File: src/hdl/assert_macros.svh
// ----------------------------------------------------------------------------
// assert_macros.svh
// Concurrent assertion shorthands shared by the blur datapath.
// ----------------------------------------------------------------------------
`ifndef ASSERT_MACROS_SVH
`define ASSERT_MACROS_SVH

// Property holds at every clock edge outside reset.
`define ASSERT_ALWAYS(lbl, clk, rst_n, prop, msg) \
  lbl: assert property (@(posedge clk) disable iff (!rst_n) (prop)) else $error(msg);

// Consequent holds in the same cycle as the antecedent.
`define ASSERT_IMPLIES(lbl, clk, rst_n, ante, cons, msg) \
  lbl: assert property (@(posedge clk) disable iff (!rst_n) (ante) |-> (cons)) else $error(msg);

// Consequent holds in the cycle after the antecedent.
`define ASSERT_NEXT(lbl, clk, rst_n, ante, cons, msg) \
  lbl: assert property (@(posedge clk) disable iff (!rst_n) (ante) |=> (cons)) else $error(msg);

`endif

File: src/hdl/gb3_pkg.sv
// ----------------------------------------------------------------------------
// gb3_pkg
// Types and constants of the 3x3 Gaussian blur unit.
// ----------------------------------------------------------------------------
package gb3_pkg;

  localparam int DEF_MAX_WIDTH  = 1024;
  localparam int DEF_MAX_HEIGHT = 1024;

  localparam int PIX_W      = 8;
  localparam int SIZE_W     = 11;
  localparam int COEF_W     = 16;
  localparam int CFG_DATA_W = 16;
  localparam int CFG_IDX_W  = 3;
  localparam int SUM_W      = 10;   // four pixels summed

  localparam int OFIFO_DEPTH = 4;

  // configuration register indexes
  localparam logic [CFG_IDX_W-1:0] REG_FRAME_WIDTH  = 3'd0;
  localparam logic [CFG_IDX_W-1:0] REG_FRAME_HEIGHT = 3'd1;
  localparam logic [CFG_IDX_W-1:0] REG_COEF_CENTER  = 3'd2;
  localparam logic [CFG_IDX_W-1:0] REG_COEF_EDGE    = 3'd3;
  localparam logic [CFG_IDX_W-1:0] REG_COEF_CORNER  = 3'd4;

  // reset values (sigma 1 mask)
  localparam logic [SIZE_W-1:0] RST_FRAME_WIDTH  = 11'd640;
  localparam logic [SIZE_W-1:0] RST_FRAME_HEIGHT = 11'd480;
  localparam logic [COEF_W-1:0] RST_COEF_CENTER  = 16'd13381;
  localparam logic [COEF_W-1:0] RST_COEF_EDGE    = 16'd8116;
  localparam logic [COEF_W-1:0] RST_COEF_CORNER  = 16'd4922;

  typedef struct packed {
    logic             req_type;
    logic [PIX_W-1:0] pixel_in;
  } in_item_t;

  typedef struct packed {
    logic [PIX_W-1:0] pixel_out;
    logic             frame_last;
  } out_item_t;

  // one line buffer entry: two rows above the current one
  typedef struct packed {
    logic [PIX_W-1:0] upper;
    logic [PIX_W-1:0] middle;
  } pair_t;

  // item held in the first stage
  typedef struct packed {
    logic             valid;
    logic             col_zero;
    logic             row_ge1;
    logic             row_ge2;
    logic             last;
    logic             flush;
    logic [PIX_W-1:0] pix;
  } s1_t;

  typedef struct packed {
    logic [PIX_W-1:0] center;
    logic [SUM_W-1:0] orth;
    logic [SUM_W-1:0] diag;
  } sums_t;

  // window sums for the inner result (a) and the row-end result (b)
  typedef struct packed {
    logic  valid;
    logic  has_a;
    logic  has_b;
    logic  frame_last;
    sums_t a;
    sums_t b;
  } s2_t;

  typedef struct packed {
    logic      a_valid;
    out_item_t a;
    logic      b_valid;
    out_item_t b;
  } push_t;

endpackage

File: src/hdl/gb3_mac.sv
// ----------------------------------------------------------------------------
// gb3_mac
// Weight products, rounding and saturation of the window sums.
// ----------------------------------------------------------------------------
module gb3_mac (
  input  logic                        clk,
  input  logic                        rst_n,
  input  logic                        adv,
  input  gb3_pkg::s2_t                s2,
  input  logic [gb3_pkg::COEF_W-1:0]  coef_center,
  input  logic [gb3_pkg::COEF_W-1:0]  coef_edge,
  input  logic [gb3_pkg::COEF_W-1:0]  coef_corner,
  output gb3_pkg::push_t              push
);

  localparam int PC_W  = gb3_pkg::PIX_W + gb3_pkg::COEF_W;
  localparam int PS_W  = gb3_pkg::SUM_W + gb3_pkg::COEF_W;
  localparam int ACC_W = PS_W + 2;
  localparam int FRAC  = gb3_pkg::COEF_W;

  typedef struct packed {
    logic [PC_W-1:0] pc;
    logic [PS_W-1:0] po;
    logic [PS_W-1:0] pd;
  } prod_t;

  typedef struct packed {
    logic  valid;
    logic  has_a;
    logic  has_b;
    logic  frame_last;
    prod_t a;
    prod_t b;
  } s3_t;

  s3_t s3_r, s3_nxt;

  function automatic prod_t mul(input gb3_pkg::sums_t s,
                                input logic [gb3_pkg::COEF_W-1:0] c,
                                input logic [gb3_pkg::COEF_W-1:0] e,
                                input logic [gb3_pkg::COEF_W-1:0] k);
    prod_t p;
    p.pc = PC_W'(s.center) * PC_W'(c);
    p.po = PS_W'(s.orth) * PS_W'(e);
    p.pd = PS_W'(s.diag) * PS_W'(k);
    return p;
  endfunction

  // add one half, drop the fraction, clip to the pixel range
  function automatic logic [gb3_pkg::PIX_W-1:0] finish(input prod_t p);
    logic [ACC_W-1:0]      acc;
    logic [ACC_W-FRAC-1:0] res;
    acc = ACC_W'(p.pc) + ACC_W'(p.po) + ACC_W'(p.pd) + ACC_W'(1 << (FRAC - 1));
    res = acc[ACC_W-1:FRAC];
    if (|res[ACC_W-FRAC-1:gb3_pkg::PIX_W]) begin
      return '1;
    end
    return res[gb3_pkg::PIX_W-1:0];
  endfunction

  always_comb begin
    s3_nxt.valid      = s2.valid;
    s3_nxt.has_a      = s2.has_a;
    s3_nxt.has_b      = s2.has_b;
    s3_nxt.frame_last = s2.frame_last;
    s3_nxt.a          = mul(s2.a, coef_center, coef_edge, coef_corner);
    s3_nxt.b          = mul(s2.b, coef_center, coef_edge, coef_corner);
  end

  always_ff @(posedge clk) begin
    if (!rst_n) begin
      s3_r <= '0;
    end else if (adv) begin
      s3_r <= s3_nxt;
    end
  end

  always_comb begin
    push.a_valid      = adv && s3_r.valid && s3_r.has_a;
    push.a.pixel_out  = finish(s3_r.a);
    push.a.frame_last = 1'b0;
    push.b_valid      = adv && s3_r.valid && s3_r.has_b;
    push.b.pixel_out  = finish(s3_r.b);
    push.b.frame_last = s3_r.frame_last;
  end

endmodule

File: config.mk
export PLATFORM = sky130hd
export DESIGN_NAME = gb3_mac
export DESIGN_NICKNAME = d
export VERILOG_FILES = /design/src/hdl/assert_macros.svh /design/src/hdl/gb3_pkg.sv /design/src/hdl/gb3_mac.sv
export SDC_FILE = /design/constraint.sdc
export NUM_CORES = 2
export LEC_CHECK = 0
export BUFFER_PORTS_ARGS = -buffer_cell sky130_fd_sc_hd__buf_4
export CAP_MARGIN = 20
export CORE_ASPECT_RATIO = 1.25
export CORE_MARGIN = 8
export CORE_UTILIZATION = 45
export CTS_CLUSTER_SIZE = 24
export DETAILED_ROUTE_END_ITERATION = 8
export PLACE_DENSITY = 0.59
export SYNTH_ARGS = -nofsm -noshare
export SYNTH_HDL_FRONTEND = slang
export SYNTH_SLANG_ARGS = --single-unit
export TNS_END_PERCENT = 1
File: constraint.sdc
create_clock -name clk -period 14.5 [get_ports clk]
set_input_delay 0.725 -clock clk [delete_from_list [all_inputs] [get_ports clk]]
set_output_delay 0.725 -clock clk [all_outputs]
set_load 0.02 [all_outputs]
# Word-level counts from Yosys, hierarchy flattened
# Cells that the tools add are included.
# classes
add_sub_neg	6
n_mul	6
n_mux	6
n_reduce_logical	5
# op_table
operator	n
10-bit by 16-bit multiplier with 26-bit output	4
27-bit by 26-bit adder with 28-bit output	2
28-bit by 16-bit adder with 28-bit output (second input constant)	2
24-bit by 26-bit adder with 27-bit output	2
8-bit by 16-bit multiplier with 24-bit output	2
8-bit 2-to-1 mux	4
4-bit OR reduction	2
1-bit logical AND	3
1-bit 2-to-1 mux	2
# totals
ff_bits	156
inputBits	111
output_inout_bits	20
elab_cells	33

# Longest topological paths before layout
# depth
ltp_word	6
mapped_depth	22
ltp_nobuf	21

# Worst setup path before layout
# Ideal clock, no wire load.
# synth_path
path_type	input-to-reg
start	input port s2[29] in the netlist's numbering
end	register s3_r[101] in the netlist's numbering
setup_ns	0.122
arrival_time_ns	5.976
required_ns	14.378
setup_slack_ns	8.402
stages	21
path_buffers	1
cell_sequence	clkbuf_1 -> nand2_1 -> fa_1 -> inv_1 -> fa_1 -> inv_1 -> fa_1 -> inv_1 -> fa_1 -> inv_1 -> fa_1 -> inv_1 -> ha_1 -> a211o_1 -> o221a_2 -> a2111oi_4 -> o31ai_1 -> o21a_1 -> o211ai_2 -> o22ai_1 -> a311o_1
# synth_between
elab_chain_cells	1
# synth_rtl
item	line	source
from (decl)	gb3_mac.sv:9	input gb3_pkg::s2_t s2,
10-bit by 16-bit multiplier with 26-bit output	gb3_mac.sv:45	p.pd = PS_W'(s.diag) * PS_W'(k);
to (signal assigned)	gb3_mac.sv:74	s3_r <= s3_nxt;
to (decl)	gb3_mac.sv:36	s3_t s3_r, s3_nxt;
# Every way passes these cells.
# A chain may end at the register's enable or synchronous reset.

# Worst setup path after layout
# layout_path
start	input port coef_corner[7] in the netlist's numbering
end	register s3_r[101] in the netlist's numbering
# layout_between
elab_chain_cells	1
# layout_rtl
item	line	source
from (decl)	gb3_mac.sv:12	input logic [gb3_pkg::COEF_W-1:0] coef_corner,
10-bit by 16-bit multiplier with 26-bit output	gb3_mac.sv:45	
# Every way passes these cells.

==> results.sh <==
export IMPL_outcome="complete, no violations"
export IMPL_cp_arrival_ns=6.23
export IMPL_boundaryPins=131
export IMPL_rr_startpoint="s3_r[14]$_SDFFE_PN0P_"
export IMPL_synth_area_top_cells="fa_1, ha_1, dfxtp_1, and2_1, inv_1"
export IMPL_fin_crit_ns=5.89
export IMPL_register_area_sq_um=3120
export IMPL_min_path_cells=2
export IMPL_yosysSeqAreaShare=0.0856
export IMPL_fmax_ghz=0.170
export IMPL_async_flop_share=0
export IMPL_wl_per_cell_microns=18.0
export IMPL_cp_slowest_cell="fa_1"
export IMPL_grt_pass1_wl_microns=154000
export IMPL_synth_edff_count=0
export IMPL_min_period_over_period=0.406
export IMPL_worstSkewPairLatency_ns=0.45
export IMPL_synth_fp_nets=5293
export IMPL_critical_path_class="primary input to flop"
export IMPL_crit_required_ns=14.84
export IMPL_grt_ovfl_total=0
export IMPL_mostFrequentLayoutCell="inv_1"
export IMPL_viasPerCell=5.21
export IMPL_hp_class="flop to flop"
export IMPL_holdBufCountCts=0
export IMPL_area_delta_synth_final_pct=6.33
export IMPL_grt_total_usage=0.210
export IMPL_final_cell_mix="inv_1, fa_1, nand2_1, and2_1, ha_1"
export IMPL_dieWidth_microns=271
export IMPL_postLayoutCoreUtil=0.484
export IMPL_crit_fanout=20
export IMPL_grt_max_degree=69
export IMPL_syn_inst=4092
export IMPL_multi_input_area_sq_um=30000
export IMPL_cap_viol_max_count=0
export IMPL_slew_headroom=0.510
export IMPL_worst_setup_path_start_kind="primary input"
export IMPL_yosys_area_top_type="fa_1"
export IMPL_r2r_end="s3_r[14]$_SDFFE_PN0P_"
export IMPL_core_area_sq_um=80100
export IMPL_power_density_nw_per_um2=194
export IMPL_post_cts_buffers=0
export IMPL_drive_above_1_share=0.0461
export IMPL_die_height_microns=334
export IMPL_cts_sinks=156
export IMPL_gp_congestion=0.855
export IMPL_worstPathCellList="buf_4, nand2_1, fa_1, inv_1, fa_1, inv_1, fa_1, inv_1, fa_1, inv_1, fa_1, inv_1, ha_1, a211o_1, o221a_2, a2111oi_4, o31ai_1, o21a_1, o211ai_2, o22ai_1, a311o_1"
export IMPL_worst_pin_slew_ns=0.735
export IMPL_hold_violations=0
export IMPL_io_buffers=129
export IMPL_tns_ns=0
export IMPL_antenna_found_initial=3
export IMPL_cts_tree="built"
export IMPL_ys_flop_type="dfxtp_1"
export IMPL_reg2regPathDepth=2
export IMPL_crit_path_end_kind="flop"
export IMPL_syn_area_sq_um=36500
export IMPL_hold_end="s3_r[117]$_SDFFE_PN0P_"
export IMPL_drt_iter0_drc=1386
export IMPL_firstDrtPassIters=5
export IMPL_fin_nets=5267
export IMPL_grt_pass1_vias=28918
export IMPL_via_count=26796
export IMPL_hold_slack_ns=0.458
export IMPL_nFillCells=7851
export IMPL_ys_types=73
export IMPL_synth_warnings=0
export IMPL_setup_viol_count_final=0
export IMPL_regToRegSetupSlack_ns=13.48
export IMPL_slew_viol_final=0
export IMPL_die_area_sq_um=90500
export IMPL_clockBufferDepth=2
export IMPL_htreeDepth=4
export IMPL_rsz0062_at_grt="false"
export IMPL_route_detailed_drc=0
export IMPL_hpwlAfterDp_microns=74400
export IMPL_ant_nets=0
export IMPL_clk_pin_slew_ns=0.07
export IMPL_synth_top_area_share=0.360
export IMPL_synth_area_per_cell_sq_um=8.91
export IMPL_power_leakage_uw=0.0201
export IMPL_core_rowCount=116
export IMPL_cts_buffers=17
export IMPL_min_delay_start="s3_r[117]$_SDFFE_PN0P_"
export IMPL_ys_seq_elements=156
export IMPL_clock_skew_ns=0
export IMPL_root_buffer="clkbuf_16"
export IMPL_ir_drop_uv=254
export IMPL_cts_resized_gates=0
export IMPL_max_stage_delay_ns=0.54
export IMPL_routed_wl_microns=92800
export IMPL_start_util=0.455
area by class of cell:
| class | count | area share |
|---|---|---|
| Sequential cell | 156 | 0.0805 |
| Inverter | 698 | 0.0676 |
| Timing Repair Buffer | 135 | 0.0262 |
| Clock inverter | 10 | 0.00390 |
| Antenna cell | 1 | 0.0000645 |
| Clock buffer | 22 | 0.0125 |
| Tap cell | 1062 | 0.0343 |
| Multi-Input combinational cell | 3058 | 0.775 |
state kept, by name, indices dropped and copies added (netlist names):
signal  flops
push        1
s3_r      155
critical path, delay by kind of cell:
kind,cells,cell delay (ns)
simple gates,1,0.12
buf+inv,6,0.48
compound gates,8,2.04
fa+ha+maj,6,2.86
metal layers:
layer	up-vias	part of all wire	global-route usage
met5	-	0.00029	0
met2	443	0.53	0.391
met1	13545	0.42	0.260
met4	4	0.022	0.0492
li1	12679	-	-
met3	125	0.031	0.0205
per-stage QoR:
stage	setup slack (ns)	total power (uW)	cells	cell area, sq um
3_3_place_gp	8.14	7030	5109	38100
5_1_grt	8.11	8420	5142	38800
6_report	8.61	7510	5142	38800
4_1_cts	8.59	7600	5141	38800
2_1_floorplan	8.40	5330	4092	36500
3_5_place_dp	8.14	7050	5109	38100
cells in the mapped netlist (21+ instances only):
| master | number |
|---|---|
| a21oi_1 | 109 |
| inv_1 | 697 |
| and2_1 | 472 |
| a211oi_1 | 21 |
| a21o_1 | 61 |
| and3_1 | 21 |
| nand3_1 | 29 |
| nand2_1 | 543 |
| dfxtp_1 | 156 |
| xnor2_1 | 72 |
| nor3_1 | 25 |
| o21ai_0 | 104 |
| nor2b_1 | 91 |
| nor2_1 | 69 |
| fa_1 | 656 |
| o21a_1 | 30 |
| ha_1 | 434 |
| o21bai_1 | 26 |
| xor2_1 | 50 |
| clkbuf_1 | 170 |
| mux2i_1 | 60 |
cells by family (layout without fill, tap and decap cells):
| family | count (synthesis) | in the layout | synth area share |
|---|---|---|---|
| AOI/OAI and AO/OA | 470 | 470 | 0.0859 |
| xor gates and xnor gates | 122 | 122 | 0.0293 |
| adders and majority gates | 1090 | 1090 | 0.509 |
| buffers and inverters | 878 | 865 | 0.0906 |
| DFF | 156 | 156 | 0.0856 |
| muxes | 61 | 61 | 0.0168 |
| other | 1 | 2 | 0.000103 |
| and+or+nand+nor | 1314 | 1314 | 0.183 |
power by group:
part	internal [uW]	switching [uW]
clock network	292	191
registers	561	136
logic	2690	3640
total	3540	3970
how the worst max path moves through the flow:
stage                        start                endpoint  slack (ns)  depth (start not counted)
floorplan                   s2[29]  s3_r[101]$_SDFFE_PN0P_        8.40                         21
global placement    coef_corner[7]  s3_r[101]$_SDFFE_PN0P_        8.14                         21
detailed placement  coef_corner[7]  s3_r[101]$_SDFFE_PN0P_        8.14                         21
CTS                 coef_corner[7]  s3_r[101]$_SDFFE_PN0P_        8.59                         21
global route        coef_corner[7]   s3_r[95]$_SDFFE_PN0P_        8.11                         21
finish              coef_corner[7]  s3_r[101]$_SDFFE_PN0P_        8.61                         21
Note: power is estimated with default switching activity, not from simulation.
