$ cat config.mk
export PLATFORM = sky130hd
export DESIGN_NAME = gb3_window
export DESIGN_NICKNAME = d
export VERILOG_FILES = /design/src/hdl/assert_macros.svh /design/src/hdl/gb3_pkg.sv /design/src/hdl/gb3_window.sv
export SDC_FILE = /design/constraint.sdc
export NUM_CORES = 1
export LEC_CHECK = 0
export BUFFER_PORTS_ARGS = -buffer_cell sky130_fd_sc_hd__buf_2
export CAP_MARGIN = 15
export CORE_MARGIN = 1
export CORE_UTILIZATION = 45
export DETAILED_ROUTE_END_ITERATION = 7
export PLACE_DENSITY = 0.63
export SLEW_MARGIN = 20
export SYNTH_ARGS = -nofsm -noshare
export SYNTH_HDL_FRONTEND = slang
export SYNTH_SLANG_ARGS = --single-unit
$ cat constraint.sdc
create_clock -name clk -period 7.9 [get_ports clk]
set_clock_uncertainty 0.15 [all_clocks]
set_input_delay 1.185 -clock clk [delete_from_list [all_inputs] [get_ports clk]]
set_output_delay 1.185 -clock clk [all_outputs]
set_load 0.005 [all_outputs]
$ cat src/hdl/assert_macros.svh
// ----------------------------------------------------------------------------
// assert_macros.svh
// Concurrent assertion shorthands shared by the blur datapath.
// ----------------------------------------------------------------------------
`ifndef ASSERT_MACROS_SVH
`define ASSERT_MACROS_SVH

// Property holds at every clock edge outside reset.
`define ASSERT_ALWAYS(lbl, clk, rst_n, prop, msg) \
  lbl: assert property (@(posedge clk) disable iff (!rst_n) (prop)) else $error(msg);

// Consequent holds in the same cycle as the antecedent.
`define ASSERT_IMPLIES(lbl, clk, rst_n, ante, cons, msg) \
  lbl: assert property (@(posedge clk) disable iff (!rst_n) (ante) |-> (cons)) else $error(msg);

// Consequent holds in the cycle after the antecedent.
`define ASSERT_NEXT(lbl, clk, rst_n, ante, cons, msg) \
  lbl: assert property (@(posedge clk) disable iff (!rst_n) (ante) |=> (cons)) else $error(msg);

`endif

$ cat src/hdl/gb3_pkg.sv
// ----------------------------------------------------------------------------
// gb3_pkg
// Types and constants of the 3x3 Gaussian blur unit.
// ----------------------------------------------------------------------------
package gb3_pkg;

  localparam int DEF_MAX_WIDTH  = 1024;
  localparam int DEF_MAX_HEIGHT = 1024;

  localparam int PIX_W      = 8;
  localparam int SIZE_W     = 11;
  localparam int COEF_W     = 16;
  localparam int CFG_DATA_W = 16;
  localparam int CFG_IDX_W  = 3;
  localparam int SUM_W      = 10;   // four pixels summed

  localparam int OFIFO_DEPTH = 4;

  // configuration register indexes
  localparam logic [CFG_IDX_W-1:0] REG_FRAME_WIDTH  = 3'd0;
  localparam logic [CFG_IDX_W-1:0] REG_FRAME_HEIGHT = 3'd1;
  localparam logic [CFG_IDX_W-1:0] REG_COEF_CENTER  = 3'd2;
  localparam logic [CFG_IDX_W-1:0] REG_COEF_EDGE    = 3'd3;
  localparam logic [CFG_IDX_W-1:0] REG_COEF_CORNER  = 3'd4;

  // reset values (sigma 1 mask)
  localparam logic [SIZE_W-1:0] RST_FRAME_WIDTH  = 11'd640;
  localparam logic [SIZE_W-1:0] RST_FRAME_HEIGHT = 11'd480;
  localparam logic [COEF_W-1:0] RST_COEF_CENTER  = 16'd13381;
  localparam logic [COEF_W-1:0] RST_COEF_EDGE    = 16'd8116;
  localparam logic [COEF_W-1:0] RST_COEF_CORNER  = 16'd4922;

  typedef struct packed {
    logic             req_type;
    logic [PIX_W-1:0] pixel_in;
  } in_item_t;

  typedef struct packed {
    logic [PIX_W-1:0] pixel_out;
    logic             frame_last;
  } out_item_t;

  // one line buffer entry: two rows above the current one
  typedef struct packed {
    logic [PIX_W-1:0] upper;
    logic [PIX_W-1:0] middle;
  } pair_t;

  // item held in the first stage
  typedef struct packed {
    logic             valid;
    logic             col_zero;
    logic             row_ge1;
    logic             row_ge2;
    logic             last;
    logic             flush;
    logic [PIX_W-1:0] pix;
  } s1_t;

  typedef struct packed {
    logic [PIX_W-1:0] center;
    logic [SUM_W-1:0] orth;
    logic [SUM_W-1:0] diag;
  } sums_t;

  // window sums for the inner result (a) and the row-end result (b)
  typedef struct packed {
    logic  valid;
    logic  has_a;
    logic  has_b;
    logic  frame_last;
    sums_t a;
    sums_t b;
  } s2_t;

  typedef struct packed {
    logic      a_valid;
    out_item_t a;
    logic      b_valid;
    out_item_t b;
  } push_t;

endpackage

$ cat src/hdl/gb3_window.sv
// ----------------------------------------------------------------------------
// gb3_window
// 3x3 pixel window and the neighbor sums for the two possible results.
// ----------------------------------------------------------------------------
module gb3_window (
  input  logic           clk,
  input  logic           rst_n,
  input  logic           adv,
  input  gb3_pkg::s1_t   s1,
  input  gb3_pkg::pair_t rd,
  output gb3_pkg::s2_t   s2
);

  typedef struct packed {
    logic [gb3_pkg::PIX_W-1:0] up;
    logic [gb3_pkg::PIX_W-1:0] mid;
    logic [gb3_pkg::PIX_W-1:0] cur;
  } wcol_t;

  wcol_t        win0_r, win1_r, win2_r;
  wcol_t        nw0, nw1, nw2;
  gb3_pkg::s2_t s2_r, s2_nxt;

  function automatic logic [gb3_pkg::SUM_W-1:0] ext(input logic [gb3_pkg::PIX_W-1:0] p);
    ext = gb3_pkg::SUM_W'(p);
  endfunction

  always_comb begin
    nw2.up  = s1.row_ge2 ? rd.upper  : '0;
    nw2.mid = s1.row_ge1 ? rd.middle : '0;
    nw2.cur = s1.pix;
    // a new row starts from an empty window
    if (s1.col_zero) begin
      nw0 = '0;
      nw1 = '0;
    end else begin
      nw0 = win1_r;
      nw1 = win2_r;
    end

    s2_nxt.valid      = s1.valid;
    s2_nxt.has_a      = s1.row_ge1 && !s1.col_zero;
    s2_nxt.has_b      = s1.row_ge1 && s1.last;
    s2_nxt.frame_last = s1.flush;

    s2_nxt.a.center = nw1.mid;
    s2_nxt.a.orth   = ext(nw1.up) + ext(nw1.cur) + ext(nw0.mid) + ext(nw2.mid);
    s2_nxt.a.diag   = ext(nw0.up) + ext(nw0.cur) + ext(nw2.up) + ext(nw2.cur);

    // right column lies outside the frame
    s2_nxt.b.center = nw2.mid;
    s2_nxt.b.orth   = ext(nw2.up) + ext(nw2.cur) + ext(nw1.mid);
    s2_nxt.b.diag   = ext(nw1.up) + ext(nw1.cur);
  end

  always_ff @(posedge clk) begin
    if (!rst_n) begin
      win0_r <= '0;
      win1_r <= '0;
      win2_r <= '0;
      s2_r   <= '0;
    end else if (adv) begin
      s2_r <= s2_nxt;
      if (s1.valid) begin
        win0_r <= nw0;
        win1_r <= nw1;
        win2_r <= nw2;
      end
    end
  end

  assign s2 = s2_r;

endmodule

Word level (Yosys, flattened, before mapping):

Cells that the tools add are included.

* flip-flop bits (word level): 108
* logic and storage cells: 32

* add/sub/neg operators: 8
* muxes and demuxes: 4
* reductions and logical operators: 4

Operator list (count)
* $mux 24: 2
* $add 10x8->10: 3
* $add 8x8->9: 3
* $add 9x8->10: 2
* $mux 8: 2
* $logic_and 1x1->1: 2
* $reduce_and 2->1: 1
* $logic_not 1->1: 1

Longest topological paths before layout:

Gate-level depths: netlist of the first run.

* depth in word-level cells: 4
* mapped depth: 17
* gate-level depth less buffers: 16

Least setup slack after synthesis of the first run:

No wires, ideal clock.

* kind: input to register
* from: in s1[12] in the netlist's numbering
* to: reg s2_r, in the netlist s2[47]
* setup time: 0.137 ns
* arrival time: 4.218 ns
* required time: 7.613 ns
* slack: 3.395 ns
* stages on the path: 16
* path buffers: 1
* cells stage by stage: clkbuf_1 > nor2b_1 > ha_1 > fa_1 > a211oi_2 > nor2_1 > o21a_1 > o21ai_0 > nand2_1 > fa_1 > inv_1 > ha_1 > o21a_1 > o31a_1 > o21ai_0 > a31oi_1

RTL lines
* start: declaration: RTL line gb3_window.sv:9 `input gb3_pkg::s1_t s1,`
* end signal: assignment: RTL line gb3_window.sv:63 `s2_r <= s2_nxt;`
* end: declaration: RTL line gb3_window.sv:22 `gb3_pkg::s2_t s2_r, s2_nxt;`

==> impl_metrics.ini, run 1 <==
[status]
status = finished clean

[sta]
slew_headroom_pct = 30.6
rsz0062_at_grt = no
tightest_slew_ns = 1.04
tns_ns = 0
max_freq_mhz = 200
post-route-period-util_pct = 63.3
hold_viol_final = 0
period_needed_ns = 5.00
setup_viol = 0
slew_violations = 0

[placed_design]
place_congestion = 0.801
post-dp-hpwl_mm = 10.8
io_buffers = 91
place_inst = 956

[pwr]
share_comb_of_total_power_pct = 16.3
p_seq_share_pct = 46.7
power.density_nw_per_um2 = 171
intPower_uw = 900
power.share.switching_pct = 26.5
p_clk_share_pct = 37.0
static-leakage-power_nw = 3.26
max-vdd-ir-drop_mv = 0.0865
power_switching_uw = 325

[synth]
ys_types = 46
synth_edf_count = 0
avgSynthCellArea_sq_um = 8.69
async_reset_ff_share_pct = 0
yosys_warnings = 0
synth_seq_cells = 107
syn_area_sq_um = 6320
synth.net_count = 827
syn_inst = 727
yosysSeqAreaShare_pct = 33.9
synthFlopType = dfxtp_1

[layout]
drive_above_1_share_pct = 14.3
final_cell_mix = nand2_1 (130), dfxtp_1 (107), buf_2 (91)
layout_commonest_cell = nand2_1
finalNonFillerCells = 971
syn_to_final_growth_pct = 13.3
n_antenna_cell = 0
nets = 891

[grt]
grt_max_degree = 123
grt-ovfl-total = 0
grt_pass1_wl_mm = 24.5
grt_pass1_vias = 4870
grtUsageTotal_pct = 21.8
antenna_found_initial = 0

[cts]
cts_buffers = 9
cts-htree-levels = 3
root_buffer = clkbuf_16
clkSinkCount = 107
clkLatencyLatePin_ns = 0.35
post_cts_buffers = 0
cts.clk_slew.worst_paths_ns = 0.07
ctsResizeCount = 0
holdBufCountCts = 0
tritoncts = done
clockBufferDepth = 2

[detailed_routing]
vias_per_cell = 5.21
drc_errors = 0
detail_route.wirelength_mm = 15.1
vias = 5062
dr.pass1.iters = 5
ant_nets = 0
drt_first_iter_violations = 315
post_drt_wl_per_cell_um = 15.5

[setup_path]
rr_endpoint = s2[46]
r2r_start = win2_r[0]
start_kind = input pin
cp.required_ns = 8.02
startpoint = s1[12]
crit_path_end_kind = flip-flop
r2r_cells = 15
cp_max_fo = 49
crit_arrival_ns = 5.13
path_class = input pin to flip-flop
r2r_slack_ns = 4.11
crit_end = s2[46]

[die]
core_area_sq_um = 13500
die_w_um = 121
initial_utilization_pct = 47.0
row_count = 42
fp.dieH_um = 121
ios = 93
die_area_sq_um = 14500

[job]
cap_violations = 0

[hold_path]
min_path_type = flip-flop to flip-flop
-- flip-flops by register name, indices dropped and copies added (netlist names) --
name    flops
s2         59
win1_r     24
win2_r     24
-- layout make-up --
class	count	area [sq um]
inverter	57	214
timing repair buffer	96	493
fill	1313	6290
multi-input combinational	520	3790
clock buffer	14	294
clock inverter	1	5.00
tap	176	220
sequential	107	2140
-- power by group through the flow --
| stage | registers [mW] | logic, mW | clock network (mW) |
|---|---|---|---|
| after CTS | 0.573 | 0.201 | 0.463 |
| final | 0.573 | 0.199 | 0.453 |
| after global placement | 0.584 | 0.195 | 0 |
| after floorplan | 0.585 | 0.134 | 0 |
| after detailed placement | 0.585 | 0.199 | 0 |
| after global routing | 0.575 | 0.224 | 0.487 |
-- synthesized netlist by cell type, drive strengths merged (2+ instances only) --
library cell  instances  share of area [%]
fa                   35                 11
inv                  57                3.4
a311o                 3               0.48
a22o                  3               0.42
clkbuf               32                1.9
nor2b                54                5.3
nor3                  2               0.16
o21ai                28                2.2
dfxtp               107                 34
nand3b                2               0.24
xor2                  3               0.42
a21o                  7               0.85
nor2                 10               0.59
buf                  11               0.85
o211a                 6               0.95
nand4b                4               0.55
a31oi                 5               0.49
nand2b               24                2.4
o31a                  4               0.57
o21a                 12                1.4
ha                   32                6.3
or3                   2               0.20
nand2               130                7.7
o31ai                 2               0.24
and2                 12                1.2
mux2i                21                3.3
xnor2                 8                1.1
a211oi                6               0.79
a21boi               50                5.9
a21oi                18                1.4
o211ai                6               0.71
nand3                24                1.9
-- metal layers --
layer | global-route usage, % | share of wire (%) | wire, um
met4 | 7.02 | 1.5 | 227
met1 | 28.8 | 48 | 7170
met2 | 36.7 | 48 | 7150
met3 | 3.25 | 3.4 | 508
met5 | 0 | 0 | 0
-- cell families (layout without fill, tap and decap cells) --
| family | count (synthesis) | in the layout | synth area share [%] |
|---|---|---|---|
| DFF | 107 | 107 | 33.9 |
| xor gates and xnor gates | 11 | 11 | 1.52 |
| adders and majority gates | 67 | 67 | 17.4 |
| other | 1 | 1 | 0.0593 |
| AOI/OAI and AO/OA | 152 | 152 | 16.8 |
| buffers and inverters | 100 | 168 | 6.14 |
| and+or+nand+nor | 268 | 268 | 20.9 |
| muxes | 21 | 21 | 3.33 |
-- worst max-delay path, stage by stage --
cell      delay [ns]
buf_2           0.66
nor2b_1         0.15
ha_1            0.29
fa_1            0.44
a211oi_2        0.20
nor2_1          0.09
o21a_1          0.17
o21ai_0         0.22
nand2_1         0.12
fa_1            0.51
inv_1           0.04
ha_1            0.33
nand2_1         0.10
o31ai_1         0.32
nand4b_1        0.13
o211ai_1        0.13
-- stage by stage --
| step | hold slack [ns] | power [mW] | utilization [%] | cell area, sq um | setup slack, ns |
|---|---|---|---|---|---|
| 3_3_place_gp | 0.293 | 0.779 | 51.0 | 6860 | 2.71 |
| 5_1_grt | 0.338 | 1.29 | 53.2 | 7160 | 2.59 |
| 6_report | 0.312 | 1.23 | 53.2 | 7160 | 2.90 |
| 4_1_cts | 0.312 | 1.24 | 53.2 | 7160 | 2.92 |
| 3_5_place_dp | 0.302 | 0.784 | 51.0 | 6860 | 2.57 |
| 2_1_floorplan | 0.286 | 0.718 | - | 6320 | 3.40 |
-- worst min path at each step --
stage	start	to	cells past startpoint
finish	win1_r[6]	win1_r[6]	2
global route	win1_r[6]	win1_r[6]	2
CTS	win1_r[8]	win1_r[8]	2
detailed placement	win1_r[8]	win1_r[8]	2
global placement	win1_r[6]	win1_r[6]	2
floorplan	win1_r[2]	win1_r[2]	2
Power figures use the tool's default switching activity.
==> run 2: changes to the inputs <==
--- a/config.mk
+++ b/config.mk
@@ -10,7 +10,7 @@
 export CORE_MARGIN = 1
 export CORE_UTILIZATION = 45
 export DETAILED_ROUTE_END_ITERATION = 7
-export PLACE_DENSITY = 0.63
+export PLACE_DENSITY = 0.66
 export SLEW_MARGIN = 20
 export SYNTH_ARGS = -nofsm -noshare
 export SYNTH_HDL_FRONTEND = slang
==> constraint.sdc (replaced) <==
create_clock -name clk -period 4.6 [get_ports clk]
set_clock_uncertainty 0.15 [all_clocks]
set_input_delay 0.69 -clock clk [delete_from_list [all_inputs] [get_ports clk]]
set_output_delay 0.69 -clock clk [all_outputs]
set_load 0.005 [all_outputs]
==> run 2 against run 1 <==
  * Flip-flop and latch count unchanged
  * Count of clock-buffer cells in the layout unchanged
  * Register-to-register slack got worse by 3.3 ns
  * Global-route usage increased by 0.68 points
  * Critical endpoint unchanged
  * Final cell count increased by 0.21%
  * Clock power increased by 72%
  * Die area unchanged
  * Largest power group unchanged
  * Worst setup slack got worse by 2.2 ns
  * Utilization increased by 0.074 points
  * Critical path depth unchanged
  * Design area increased by 0.14%
  * Routed wire length increased by 1.6%
==> impl_metrics.ini, run 2 (synthesized netlist as in run 1, its figures left out) <==
[cts]
holdBufCountCts = 0
ctsResizeCount = 0
cts.clk_slew.worst_paths_ns = 0.07
cts_buffers = 9
tritoncts = done
clockBufferDepth = 2
cts-htree-levels = 3
clkLatencyLatePin_ns = 0.36
clkSinkCount = 107
post_cts_buffers = 0
root_buffer = clkbuf_16

[grt]
grt_max_degree = 73
grt_pass1_vias = 4988
grt_pass1_wl_mm = 25.3
antenna_found_initial = 0
grt-ovfl-total = 0
grtUsageTotal_pct = 22.5

[placed_design]
post-dp-hpwl_mm = 11.2
place_congestion = 0.801
io_buffers = 91
pre_cts_slack_ns = 0.344

[detailed_routing]
ant_nets = 0
detail_route.wirelength_mm = 15.3
vias_per_cell = 5.23
vias = 5089
dr.pass1.iters = 4
post_drt_wl_per_cell_um = 15.7
drc_errors = 0
drt_first_iter_violations = 331

[layout]
seq_area_sq_um = 2140
drive_above_1_share_pct = 14.1
layout_commonest_cell = nand2_1
final_cell_mix = nand2_1 (130), dfxtp_1 (107), buf_2 (91)
finish.utilization_pct = 53.3
largest_register_ffs = 59
n_antenna_cell = 0
syn_to_final_growth_pct = 13.4
multi_input_area_sq_um = 3790
fill_cells = 1285
nets = 892

[setup_path]
crit_path_end_kind = flip-flop
crit_arrival_ns = 4.07
rr_endpoint = s2[46]
crit_end = s2[46]
startpoint = s1[12]
cp_max_fo = 9
cp.required_ns = 4.73
r2r_cells = 15
path_class = input pin to flip-flop
r2r_start = win2_r[0]
r2r_slack_ns = 0.79
start_kind = input pin

[job]
cap_violations = 0

[die]
core_area_sq_um = 13500
row_count = 42
ios = 93
fp.dieH_um = 121
die_area_sq_um = 14500
die_w_um = 121
initial_utilization_pct = 47.0

[pwr]
share_comb_of_total_power_pct = 16.3
static-leakage-power_nw = 3.25
power.share.switching_pct = 26.4
power.density_nw_per_um2 = 293
max-vdd-ir-drop_mv = 0.242
power_switching_uw = 556
intPower_mw = 1.55
p_clk_share_pct = 36.9
p_seq_share_pct = 46.7

[sta]
rsz0062_at_grt = no
hold_viol_final = 0
tns_ns = 0
slew_violations = 0
period_needed_ns = 3.94
tightest_slew_ns = 1.08
slew_headroom_pct = 27.8
post-route-period-util_pct = 85.6
max_freq_mhz = 254
setup_viol = 0
layout_setup_ws_ns = 0.662

[status]
status = finished clean

[hold_path]
min_path_type = flip-flop to flip-flop
## run 2: cell types whose count changed in the layout (fill, tap and decap cells not counted), sizes merged
cell,delta
buf,+1
bufinv,+1
## run 2: cell type report
class                      instances  share of cell area (%)
sequential                       107                    29.9
inverter                          57                    2.98
multi-input combinational        520                    52.9
clock buffer                      14                    3.54
clock inverter                     2                   0.489
timing repair buffer              97                    7.16
tap                              176                    3.07
## run 2: metrics by stage
step	instances	hold WS [ns]	area, sq um	power [mW]
after floorplan	727	0.286	6320	1.23
after global placement	957	0.293	6880	1.34
after detailed placement	957	0.302	6880	1.35
after CTS	973	0.312	7170	2.12
after global routing	973	0.330	7170	2.21
final	973	0.307	7170	2.10
## run 2: power by group through the flow
stage / Sequential (mW) / Clock (mW) / Combinational [mW]
floorplan: 1.00 / 0 / 0.229
global placement: 1.00 / 0 / 0.337
detailed placement: 1.00 / 0 / 0.344
CTS: 0.983 / 0.795 / 0.346
global route: 0.988 / 0.836 / 0.384
finish: 0.983 / 0.777 / 0.344
## run 2: worst min path at each step
stage	from	end	slack (ns)	depth (start not counted)
4_1_cts	win2_r[20]	win2_r[20]	0.31	2
5_1_grt	win2_r[20]	win2_r[20]	0.33	2
3_5_place_dp	win1_r[4]	win1_r[4]	0.30	2
6_report	win2_r[20]	win2_r[20]	0.31	2
3_3_place_gp	win1_r[8]	win1_r[8]	0.29	2
2_1_floorplan	win1_r[2]	win1_r[2]	0.29	2
## run 2: routing by layer
| layer | wire, um | GRT usage (%) |
|---|---|---|
| met3 | 852 | 4.58 |
| met4 | 190 | 5.25 |
| met5 | 0 | 0 |
| met2 | 7390 | 37.9 |
| met1 | 6870 | 29.6 |
## run 2: worst max-delay path, cell delays in order
cell and delay (ns):
buf_2 0.18, nor2b_1 0.09, ha_1 0.25, fa_1 0.44, a211oi_2 0.21, nor2_1 0.10, o21a_1 0.18, o21ai_0 0.21
nand2_1 0.11, fa_1 0.51, inv_1 0.04, ha_1 0.33, nand2_1 0.11, o31ai_1 0.38, nand4b_1 0.14, o211ai_1 0.11
==> run 3: changes to the inputs <==
--- a/config.mk
+++ b/config.mk
@@ -10,6 +10,7 @@
 export CORE_MARGIN = 1
 export CORE_UTILIZATION = 45
 export DETAILED_ROUTE_END_ITERATION = 7
+export MAX_ROUTING_LAYER = met4
 export PLACE_DENSITY = 0.66
 export SLEW_MARGIN = 20
 export SYNTH_ARGS = -nofsm -noshare
==> run 3 against run 2 <==
  * Total power up 0.12%
  * Critical path type unchanged
  * Routed wire length up 0.48%
  * Critical endpoint is now s2[47]
  * Final cell count unchanged
  * Sequential power about the same
  * Combinational power about the same
  * Count of clock-buffer cells in the layout unchanged
  * Highest routed layer unchanged
  * Global-route usage up 0.65 points
  * Maximum frequency about the same
==> impl_metrics.ini, run 3 (synthesized netlist as in run 1, its figures left out) <==
[status]
status = finished clean

[cts]
clkLatencyLatePin_ns = 0.36
post_cts_buffers = 0
cts-htree-levels = 3
cts_buffers = 9
tritoncts = done
clockBufferDepth = 2
cts.clk_slew.worst_paths_ns = 0.07
holdBufCountCts = 0
clkSinkCount = 107
root_buffer = clkbuf_16
ctsResizeCount = 0

[layout]
layout_commonest_cell = nand2_1
drive_above_1_share_pct = 14.1
largest_register_ffs = 59
final_cell_mix = nand2_1 (130), dfxtp_1 (107), buf_2 (91)
nets = 892
n_antenna_cell = 0
syn_to_final_growth_pct = 13.4
finish.utilization_pct = 53.3

[placed_design]
place_congestion = 0.812
post-dp-hpwl_mm = 11.2
io_buffers = 91

[setup_path]
slowest_delay_ns = 0.51
crit_arrival_ns = 3.99
r2r_cells = 15
cp_slowest_cell = fa_1
crit_path_end_kind = flip-flop
cp.required_ns = 4.65
cp_max_fo = 9
start_kind = input pin
cp_cell_sequence = buf_2 > nor2b_1 > ha_1 > fa_1 > a211oi_2 > nor2_1 > o21a_1 > o21ai_0 > nand2_1 > fa_1 > inv_1 > ha_1 > o21a_1 > o31a_1 > o21ai_0 > a31oi_1
path_class = input pin to flip-flop

[hold_path]
min_path_type = flip-flop to flip-flop
min_delay_path_depth = 2

[sta]
max_freq_mhz = 254
tns_ns = 0
slew_violations = 0
setup_viol = 0
post-route-period-util_pct = 85.6
slew_headroom_pct = 27.2
rsz0062_at_grt = no
hold_viol_final = 0
period_needed_ns = 3.94
tightest_slew_ns = 1.09

[detailed_routing]
vias_per_cell = 5.25
drt_first_iter_violations = 326
post_drt_wl_per_cell_um = 15.8
drc_errors = 0
vias = 5113
dr.pass1.iters = 4
detail_route.wirelength_mm = 15.4
ant_nets = 0

[die]
row_count = 42
initial_utilization_pct = 47.0
die_area_sq_um = 14500
die_w_um = 121
fp.dieH_um = 121
core_area_sq_um = 13500
ios = 93

[grt]
grt_pass1_wl_mm = 25.3
grt_max_degree = 73
grtUsageTotal_pct = 23.2
antenna_found_initial = 0
grt_pass1_vias = 4997
grt-ovfl-total = 0

[pwr]
static-leakage-power_nw = 3.25
power.density_nw_per_um2 = 294
power_mw = 2.11
max-vdd-ir-drop_mv = 0.241

[job]
cap_violations = 0
[run 3: cell counts in the layout (fill, tap and decap cells not counted)]
Identical to the previous run, type by type.
[run 3: critical path: cells and delay by family]
kind | cells | cell delay [ns]
adders and majority gates | 4 | 1.53
AOI/OAI and AO/OA | 7 | 1.25
and+or+nand+nor | 3 | 0.30
buffers and inverters | 2 | 0.22
[run 3: cell type report]
cell class              instances  area (sq um)
well taps                     176           220
clock buffers                  14           254
repair buffers                 97           513
clock inverters                 2          35.0
multi-input cells             520          3790
flip-flops and latches        107          2140
inverters                      57           214
fillers                      1285          6280
[run 3: power breakdown]
part           switching (mW)  total (mW)  internal (mW)
Combinational           0.198       0.344          0.146
Sequential             0.0193       0.983          0.964
Clock                   0.341       0.779          0.438
[run 3: metrics by stage]
stage	instances	area, sq um	setup slack [ns]	hold slack, ns
CTS	973	7170	0.687	0.312
floorplan	727	6320	0.590	0.286
global route	973	7170	0.372	0.330
global placement	957	6880	0.448	0.293
detailed placement	957	6880	0.344	0.302
finish	973	7170	0.663	0.307
[run 3: metal layers]
metal	GRT usage, %	vias up	part of all wire (%)
met5	-	-	0
met4	5.25	0	1.2
met3	4.43	12	5.4
met2	37.9	110	48
met1	29.7	2464	45
li1	-	2527	-
[run 3: path summary, 6_finish.rpt]
check | startpoint | endpoint | slack [ns]
max | s1[12] | s2[47] | 0.66
min | win2_r[20] | win2_r[20] | 0.31
max reg2reg | win2_r[0] | s2[47] | 0.79
min reg2reg | win2_r[20] | win2_r[20] | 0.31
